`config.mk`:
```
export PLATFORM = sky130hd
export DESIGN_NAME = dhkv_mod
export DESIGN_NICKNAME = d
export VERILOG_FILES = /design/src/rtl/dhkv_mod.sv
export SDC_FILE = /design/constraint.sdc
export NUM_CORES = 1
export LEC_CHECK = 0
export BUFFER_PORTS_ARGS = -buffer_cell sky130_fd_sc_hd__clkbuf_2
export CAP_MARGIN = 20
export CELL_PAD_IN_SITES_DETAIL_PLACEMENT = 1
export CELL_PAD_IN_SITES_GLOBAL_PLACEMENT = 1
export CORE_UTILIZATION = 40
export CTS_CLUSTER_SIZE = 8
export DETAILED_ROUTE_END_ITERATION = 10
export PLACE_DENSITY = 0.74
export SLEW_MARGIN = 5
export SYNTH_ARGS = -nofsm -noshare
export SYNTH_HDL_FRONTEND = slang
export SYNTH_SLANG_ARGS = --single-unit
export TNS_END_PERCENT = 5
```
`constraint.sdc`:
```
create_clock -name i_clk -period 3.1 [get_ports i_clk]
set_clock_uncertainty 0.15 [all_clocks]
set_input_delay 0.465 -clock i_clk [delete_from_list [all_inputs] [get_ports i_clk]]
set_output_delay 0.465 -clock i_clk [all_outputs]
set_load 0.05 [all_outputs]
```
`src/rtl/dhkv_mod.sv`:
```
// Shared bit-serial remainder unit: one compare and subtract per cycle.
// Depends on nothing; used by the table sequencer for all three reductions.
`timescale 1ns / 1ps

module dhkv_mod #(
    parameter int DW = 11
) (
    input  logic          i_clk,
    input  logic          i_rst_n,
    input  logic          i_start,
    input  logic [DW-1:0] i_dividend,
    input  logic [8:0]    i_divisor,
    output logic          o_done,
    output logic [8:0]    o_rem
);

    localparam int CW = $clog2(DW + 1);

    logic          r_busy;
    logic          r_done;
    logic [CW-1:0] r_cnt;
    logic [DW-1:0] r_dvd;
    logic [8:0]    r_div;
    logic [8:0]    r_rem;
    logic [9:0]    w_trial;
    logic [8:0]    n_rem;

    always_comb begin
        w_trial = {r_rem, r_dvd[DW-1]};
        if (w_trial >= {1'b0, r_div}) begin
            n_rem = 9'(w_trial - {1'b0, r_div});
        end else begin
            n_rem = 9'(w_trial);
        end
    end

    always_ff @(posedge i_clk) begin
        if (!i_rst_n) begin
            r_busy <= 1'b0;
            r_done <= 1'b0;
            r_cnt  <= '0;
        end else if (i_start) begin
            r_busy <= 1'b1;
            r_done <= 1'b0;
            r_cnt  <= '0;
        end else if (r_busy) begin
            r_cnt <= CW'(r_cnt + 1'b1);
            if (r_cnt == CW'(DW - 1)) begin
                r_busy <= 1'b0;
                r_done <= 1'b1;
            end
        end else begin
            r_done <= 1'b0;
        end
    end

    always_ff @(posedge i_clk) begin
        if (i_start) begin
            r_dvd <= i_dividend;
            r_div <= i_divisor;
            r_rem <= '0;
        end else if (r_busy) begin
            r_dvd <= {r_dvd[DW-2:0], 1'b0};
            r_rem <= n_rem;
        end
    end

    assign o_done = r_done;
    assign o_rem  = r_rem;

endmodule

```
==> reports/qor.csv, run 1 <==
metric;value;unit
Worst EP arrival;2.65;ns
RSZ-0062 raised after global routing;no;
die footprint;0.00487;mm2
DRC errors left;0;
net switching fraction of the power;28.0;%
pin count of the biggest net entering global routing;36;
area growth from synthesis to layout;18.6;%
TritonRoute pass-1 iters;4;
Reg clk slew, reported paths;0.07;ns
IO Count;33;
Worst setup EP type;register;
CTS buffer count;5;
worst vdd ir;0.284;mV
Reg power frac;42.7;%
Placed Cells;245;
global route overflow;0;
CP Class;register to register;
final std cells w/o fill;253;
Core Box Area;0.00438;mm2
initial antenna violation count;0;
# fillers;501;
Worst path max stage delay;0.42;ns
synthesis-stage register bit count;35;
Port Buffer Count;32;
part of the Yosys area used for sequential elements;49.0;%
status;complete, no violations;
placement row count;24;
crit path max fanout;8;
final worst setup slack;0.442;ns
Synth area leaders;edfxtp_1 (33%), dfxtp_1 (16%), ha_1 (7.5%);
max layer used;met4;
antenna cells;0;
post-layout min period;2.66;ns
vias in the first global route;1406;
Synth warnings;0;
f_max;0.376;GHz
clk sinks;35;
crit start category;register;
final layout net count;235;
via count;1372;
Psw;0.000366;W
die width;69.8;um
routed vias/inst;5.42;
share of cells above drive strength 1;30.3;%
DIE HEIGHT;69.8;um
# hold bufs at CTS;0;
Tightest Pin Transition;0.771;ns
CP Data Required Time;3.09;ns
initial core utilization;41.9;%
Routed WL;3.86;mm
fin crit share;85.7;%
Mean Syn Cell Area;11.1;um2
Hold Crit Class;input pin to register;
Yosys top cell area share;32.7;%
Place WS;0.463;ns
pwr dens;600;mW/mm2
Clock Latency Late Sink;0.29;ns
cell class contributing the biggest share of worst-path delay;compound AO/OA/AOI/OAI gates;
Post-Syn Nets;200;
cell taking the most area after synthesis;edfxtp_1;
GP Congestion;0.818;
overall global routing resource usage;17.3;%
HPWL after detailed placement;2.83;mm
count of cell types in the netlist;39;
slowest CP cell;fa_1;
setup violators final;0;
static leakage;0.940;nW
crit path cell chain;inv_1 -> ha_1 -> inv_1 -> fa_1 -> a211oi_2 -> o21ai_2 -> a211oi_2 -> buf_4 -> mux2i_1 -> a211oi_1;
synthesized area;0.00184;mm2
setup tns final;0;ns
met3 WL post-DR;176;um
hold slack;0.200;ns
CTS resizes;0;
H-tree Lvls;2;
internal power;0.000941;W
Post CTS Setup Buffer Count;0;
first-pass GRT wire length;6.64;mm
CP bufs+invs;3;
met1 wire length;1.74;mm
Initial DRC Count;86;
Root Buffer;clkbuf_8;
ys async rst share;0;%
Comb pwr share;22.5;%
relative slew slack;48.6;%
wire length on met2;1.89;mm
Final Slew Violations;0;
Clock Path Buffers;2;
post-route ant nets;0;
cells after synthesis;165;
CTS tree;built;
Final Hold Viols;0;
Max Cap Viol;0;
ys flop type;edfxtp_1;
number of flops mapped to enable cells by yosys;20;
routed len/inst;15.3;um
Clk pwr share;34.9;%
[power by group through the flow]
stage	Clock (W)	Sequential [W]	Combinational, W
after floorplan	0	0.000598	0.000183
after global placement	0	0.000566	0.000282
after detailed placement	0	0.000568	0.000292
after CTS	0.000472	0.000558	0.000295
after global routing	0.000486	0.000563	0.000323
final	0.000456	0.000557	0.000294
[sequential cells by signal (all words and copies together), names as in the netlist]
name and flops:
r_dvd 11, o_rem 9, r_div 9, r_cnt 4, o_done 1, r_busy 1
[Yosys cell counts, types with 3 or more instances]
library cell  number
clkbuf_1           6
xor2_1             5
ha_1              11
mux2_2            10
nand2b_1           3
a311oi_1           4
inv_1             12
edfxtp_1          20
mux2i_1            4
a21oi_1            7
nor2_1            16
nand2_1           11
dfxtp_1           15
a211oi_1           7
xnor2_1            3
[final timing paths]
path / slack (ns) / from / to / cells past startpoint
setup reg to reg: 0.44 / r_dvd[10] / o_rem[6] / 10
setup / recovery: 0.44 / r_dvd[10] / o_rem[6] / 10
hold reg to reg: 0.37 / o_rem[4] / o_rem[4] / 2
hold / removal: 0.20 / i_divisor[0] / r_div[0] / 1
[per-layer routing]
metal / track usage, % / vias to the layer above
met5: 0 / -
met2: 27.6 / 36
met3: 5.23 / 5
met4: 6.22 / 0
met1: 22.2 / 662
li1: - / 669
[cells in the final DEF, fill, tap and decap left out, types with 5 or more instances in the layout]
cell type  synthesis  final
edfxtp_1          20     20
nor2_1            16     16
dfxtp_1           15     15
clkbuf_2           0     32
a211oi_1           7      7
nand2_1           11     11
a21oi_1            7      7
inv_1             12     12
ha_1              11     11
clkbuf_8           0      5
xor2_1             5      5
mux2_2            10     10
[worst register-to-register path: stages, from the launching register on]
cell      delay (ns)
edfxtp_1        0.40
inv_1           0.07
ha_1            0.17
inv_1           0.07
fa_1            0.42
a211oi_2        0.35
o21ai_2         0.14
a211oi_2        0.26
buf_4           0.21
mux2i_1         0.20
a211oi_1        0.09
[kinds of logic (layout without fill, tap and decap cells)]
family	Yosys count	after routing	synth area share (%)
simple gates	46	46	13.0
flops	35	35	49.0
compound gates	31	31	12.9
buf+inv	19	55	4.29
mux	14	14	8.31
fa+ha+maj	12	12	8.58
xor+xnor	8	8	3.81
[through the flow]
stage	utilization (%)	cell area, um2	total power [W]
global placement	46.8	2050	0.000848
global route	49.7	2180	0.00137
floorplan	-	1840	0.000781
detailed placement	46.8	2050	0.000861
CTS	49.7	2180	0.00133
finish	49.7	2180	0.00131
[final cells by class]
type / instances / area (um2) / share of cell area (%)
repair buffers: 35 / 183 / 8.39
multi-input cells: 111 / 857 / 39.3
well taps: 52 / 65.1 / 2.99
inverters: 12 / 45.0 / 2.07
clock buffers: 7 / 97.6 / 4.48
clock inverters: 1 / 30.0 / 1.38
flip-flops and latches: 35 / 901 / 41.4
Note: power is estimated with default switching activity, not from simulation.
==> inputs of run 2 (changes only) <==
--- a/config.mk
+++ b/config.mk
@@ -12,6 +12,7 @@
 export CORE_UTILIZATION = 40
 export CTS_CLUSTER_SIZE = 8
 export DETAILED_ROUTE_END_ITERATION = 10
+export GPL_TIMING_DRIVEN = 0
 export PLACE_DENSITY = 0.74
 export SLEW_MARGIN = 5
 export SYNTH_ARGS = -nofsm -noshare
==> reports/qor.csv, run 2 (same netlist as run 1, synthesis figures left out) <==
metric;value;unit
final instance area;0.00215;mm2
Root Buffer;clkbuf_8;
Final Slew Violations;0;
slowest CP cell;fa_1;
pwr dens;549;mW/mm2
max reg flops;11;
initial core utilization;41.9;%
final layout net count;239;
Worst path max stage delay;0.43;ns
setup tns final;0;ns
static leakage;0.918;nW
routed len/inst;15.1;um
routed vias/inst;5.32;
via count;1367;
CTS buffer count;5;
crit path cell chain;inv_1 -> ha_1 -> inv_1 -> fa_1 -> a211oi_2 -> o21ai_2 -> a211oi_4 -> buf_6 -> nand2_1 -> a311oi_1;
setup violators final;0;
Max Cap Viol;0;
worst vdd ir;0.267;mV
Routed WL;3.88;mm
crit path max fanout;10;
Core Box Area;0.00438;mm2
commonest non-fill, non-tap cell in the layout;clkbuf_2;
GP Congestion;0.750;
initial antenna violation count;0;
share of cells above drive strength 1;28.8;%
most used cell along the critical path;inv_1;
Tightest Pin Transition;0.519;ns
crit start category;register;
Largest Register;r_dvd;
placement row count;24;
global route overflow;0;
clk sinks;35;
IO Count;33;
Reg clk slew, reported paths;0.07;ns
Reg2Reg Depth;10;
Hold Crit Class;input pin to register;
f_max;0.349;GHz
first-pass GRT wire length;6.66;mm
CTS tree;built;
Worst setup EP type;register;
hold path depth;1;
vias in the first global route;1419;
antenna cells;0;
DRC errors left;0;
TritonRoute pass-1 iters;4;
placed cell areas;0.00206;mm2
final std cells w/o fill;257;
total power;0.00118;W
Port Buffer Count;32;
Placed Cells;249;
post-route ant nets;0;
H-tree Lvls;2;
CP Class;register to register;
RSZ-0062 raised after global routing;no;
fin crit share;92.5;%
Initial DRC Count;44;
die footprint;0.00487;mm2
CP Data Required Time;3.14;ns
post-layout min period;2.87;ns
HPWL after detailed placement;2.94;mm
pin count of the biggest net entering global routing;12;
Clock Path Buffers;2;
most frequent cells in the layout;clkbuf_2 (32), edfxtp_1 (20), nor2_1 (16), dfxtp_1 (15), inv_1 (12);
DIE HEIGHT;69.8;um
die width;69.8;um
relative slew slack;65.4;%
overall global routing resource usage;17.5;%
Final Hold Viols;0;
Clock Latency Late Sink;0.29;ns
Worst EP arrival;2.91;ns
area growth from synthesis to layout;17.3;%
status;complete, no violations;
-- run 2: cell types whose count changed in the layout (fill, tap and decap cells not counted) --
cell | previous run | this run
clkbuf_1 | 1 | 7
buf_4 | 3 | 0
a211oi_2 | 2 | 1
a211oi_4 | 0 | 1
buf_6 | 0 | 1
bufinv_16 | 1 | 0
clkbuf_16 | 1 | 0
clkinv_2 | 0 | 1
clkinvlp_4 | 0 | 1
-- run 2: where the power goes --
| group | switching, W | internal [W] | total [W] |
|---|---|---|---|
| clock | 0.000174 | 0.000157 | 0.000331 |
| combinational | 0.000179 | 0.000118 | 0.000297 |
| sequential | 0.0000224 | 0.000533 | 0.000556 |
| total | 0.000375 | 0.000808 | 0.00118 |
-- run 2: what timing repair did --
action / CTS / global route
endpoints found under the setup margin: 0 / 4
resized for setup: 0 / 1
setup buffers: 0 / 0
hold buffers: 0 / 0
-- run 2: through the flow --
stage	util (%)	hold WS [ns]	setup WS [ns]
6_report	49.1	0.196	0.231
5_1_grt	49.1	0.185	0.0268
4_1_cts	49.0	0.186	0.135
3_5_place_dp	47.0	0.382	0.173
3_3_place_gp	47.0	0.357	0.246
2_1_floorplan	-	0.337	0.547
-- run 2: final cells by class --
class                      count  area (um2)
clock buffer                   6        72.6
timing repair buffer          32         160
sequential                    35         901
multi-input combinational    111         865
buffer                         7        33.8
tap                           52        65.1
clock inverter                 2        12.5
inverter                      12        45.0
fill                         494        2230
-- run 2: per-layer routing --
metal	global-route usage, %	wire, um	up-vias	share of wire (%)
met5	0	0	-	0
met4	6.67	38	0	0.98
met3	3.49	126	6	3.2
met2	28.0	1910	21	49
met1	23.4	1810	661	47
li1	-	-	679	-
-- run 2: worst paths after layout --
kind	slack, ns	startpoint	endpoint
min reg2reg	0.39	o_rem[7]	o_rem[7]
max reg2reg	0.23	r_dvd[10]	o_rem[0]
max	0.23	r_dvd[10]	o_rem[0]
min	0.20	i_divisor[1]	r_div[1]
-- run 2: critical path: cells and delay by family (launching register included) --
kind | cells | cell delay, ns
compound gates | 4 | 1.22
buf+inv | 3 | 0.34
simple gates | 1 | 0.07
fa+ha+maj | 2 | 0.60
flops | 1 | 0.40
==> inputs of run 3 (changes only) <==
--- a/config.mk
+++ b/config.mk
@@ -9,6 +9,7 @@
 export CAP_MARGIN = 20
 export CELL_PAD_IN_SITES_DETAIL_PLACEMENT = 1
 export CELL_PAD_IN_SITES_GLOBAL_PLACEMENT = 1
+export CORE_ASPECT_RATIO = 0.9
 export CORE_UTILIZATION = 40
 export CTS_CLUSTER_SIZE = 8
 export DETAILED_ROUTE_END_ITERATION = 10
==> reports/qor.csv, run 3 (same netlist as run 1, synthesis figures left out) <==
metric;value;unit
status;complete, no violations;
crit path max fanout;10;
DIE HEIGHT;66.3;um
Largest Register;r_dvd;
Clock Latency Late Sink;0.29;ns
fin crit share;93.5;%
Tightest Pin Transition;0.573;ns
worst vdd ir;0.254;mV
routed vias/inst;5.01;
FF-to-FF End;o_rem[6];
f_max;0.345;GHz
setup tns final;0;ns
Reg clk slew, reported paths;0.07;ns
most frequent cells in the layout;clkbuf_2 (32), edfxtp_1 (20), nor2_1 (16), dfxtp_1 (15), inv_1 (12);
WHS Endpoint;r_div[4];
Reg power frac;47.4;%
initial core utilization;41.4;%
Clk pwr share;27.1;%
final layout net count;239;
Routed WL;4.14;mm
CTS tree;built;
IO Count;33;
vias in the first global route;1422;
crit path cell chain;inv_1 -> ha_1 -> inv_1 -> fa_1 -> a211oi_2 -> o21ai_2 -> a211oi_4 -> buf_6 -> mux2i_1 -> a211oi_1;
register area;901;um2
clk sinks;35;
Worst path max stage delay;0.43;ns
Clock Path Buffers;2;
internal power;0.000805;W
Max Cap Viol;0;
CTS resizes;0;
commonest non-fill, non-tap cell in the layout;clkbuf_2;
Hold Crit Class;input pin to register;
Core Box Area;0.00443;mm2
Root Buffer;clkbuf_8;
launch point of the worst reg-to-reg path;r_dvd[10];
Psw;0.000369;W
Final Hold Viols;0;
Final Slew Violations;0;
RSZ-0062 raised after global routing;no;
initial antenna violation count;0;
critical path startpoint;r_dvd[10];
net switching fraction of the power;31.4;%
pin count of the biggest net entering global routing;12;
reg-to-reg slack, setup;0.20;ns
Worst EP arrival;2.88;ns
CP Class;register to register;
antenna cells;0;
Initial DRC Count;61;
Reg2Reg Depth;10;
# hold bufs at CTS;0;
Port Buffer Count;32;
share of cells above drive strength 1;29.3;%
die footprint;0.00487;mm2
DRC errors left;0;
die width;73.4;um
most used cell along the critical path;inv_1;
setup violators final;0;
Post CTS Setup Buffer Count;0;
routed len/inst;15.5;um
# fillers;530;
Comb pwr share;25.5;%
area growth from synthesis to layout;17.9;%
worst hold start;i_divisor[4];
Worst setup EP type;register;
HPWL after detailed placement;3.13;mm
post-route ant nets;0;
TritonRoute pass-1 iters;4;
global route overflow;0;
pwr dens;542;mW/mm2
relative slew slack;61.8;%
crit start category;register;
multi-input logic area;865;um2
H-tree Lvls;2;
first-pass GRT wire length;6.73;mm
Final Core Density;48.9;%
max reg flops;11;
static leakage;0.925;nW
overall global routing resource usage;19.1;%
slowest CP cell;fa_1;
post-layout min period;2.90;ns
hold path depth;1;
CP Data Required Time;3.09;ns
CTS buffer count;5;
via count;1339;
GP Congestion;0.782;
placement row count;23;
-- run 3: worst max path at each step --
| stage | end | slack, ns |
|---|---|---|
| global route | o_rem[6] | 0.03 |
| detailed placement | o_rem[6] | 0.17 |
| global placement | o_rem[3] | 0.25 |
| finish | o_rem[6] | 0.20 |
| CTS | o_rem[6] | 0.12 |
| floorplan | o_rem[7] | 0.55 |
-- run 3: routing by layer --
layer / part of all wire (%) / global-route usage, % / wire, um
met1: 44 / 23.1 / 1840
met5: 0 / 0 / 0
met3: 2.6 / 4.12 / 108
met2: 52 / 33.2 / 2150
met4: 1.0 / 6.73 / 42
-- run 3: stage by stage --
step	setup slack, ns	instances	total power, W	hold slack (ns)	cell area [um2]
after floorplan	0.547	165	0.000781	0.337	1840
after global routing	0.0347	267	0.00124	0.192	2170
after detailed placement	0.172	259	0.000864	0.366	2070
after global placement	0.250	259	0.000848	0.353	2070
final	0.203	267	0.00117	0.203	2170
after CTS	0.118	267	0.00118	0.194	2160
-- run 3: power groups by stage --
stage	sequential [W]	combinational, W	clock, W
floorplan	0.000598	0.000183	0
global placement	0.000565	0.000283	0
detailed placement	0.000568	0.000296	0
CTS	0.000558	0.000298	0.000329
global route	0.000562	0.000331	0.000351
finish	0.000557	0.000299	0.000318
-- run 3: final cells by class --
type                    instances  share of cell area, %
well taps                      62                   3.58
clock inverters                 3                  0.693
inverters                      12                   2.08
plain buffers                   7                   1.56
repair buffers                 32                   7.39
clock buffers                   5                   3.18
multi-input cells             111                   39.9
flip-flops and latches         35                   41.6
-- run 3: critical path, delay by kind of cell, from the launching register on --
family / cells / cell delay, ns
AO/OA/AOI/OAI: 4 / 1.05
flip-flops: 1 / 0.40
adder cells (fa/ha/maj): 2 / 0.59
buffers and inverters: 3 / 0.34
multiplexers: 1 / 0.22
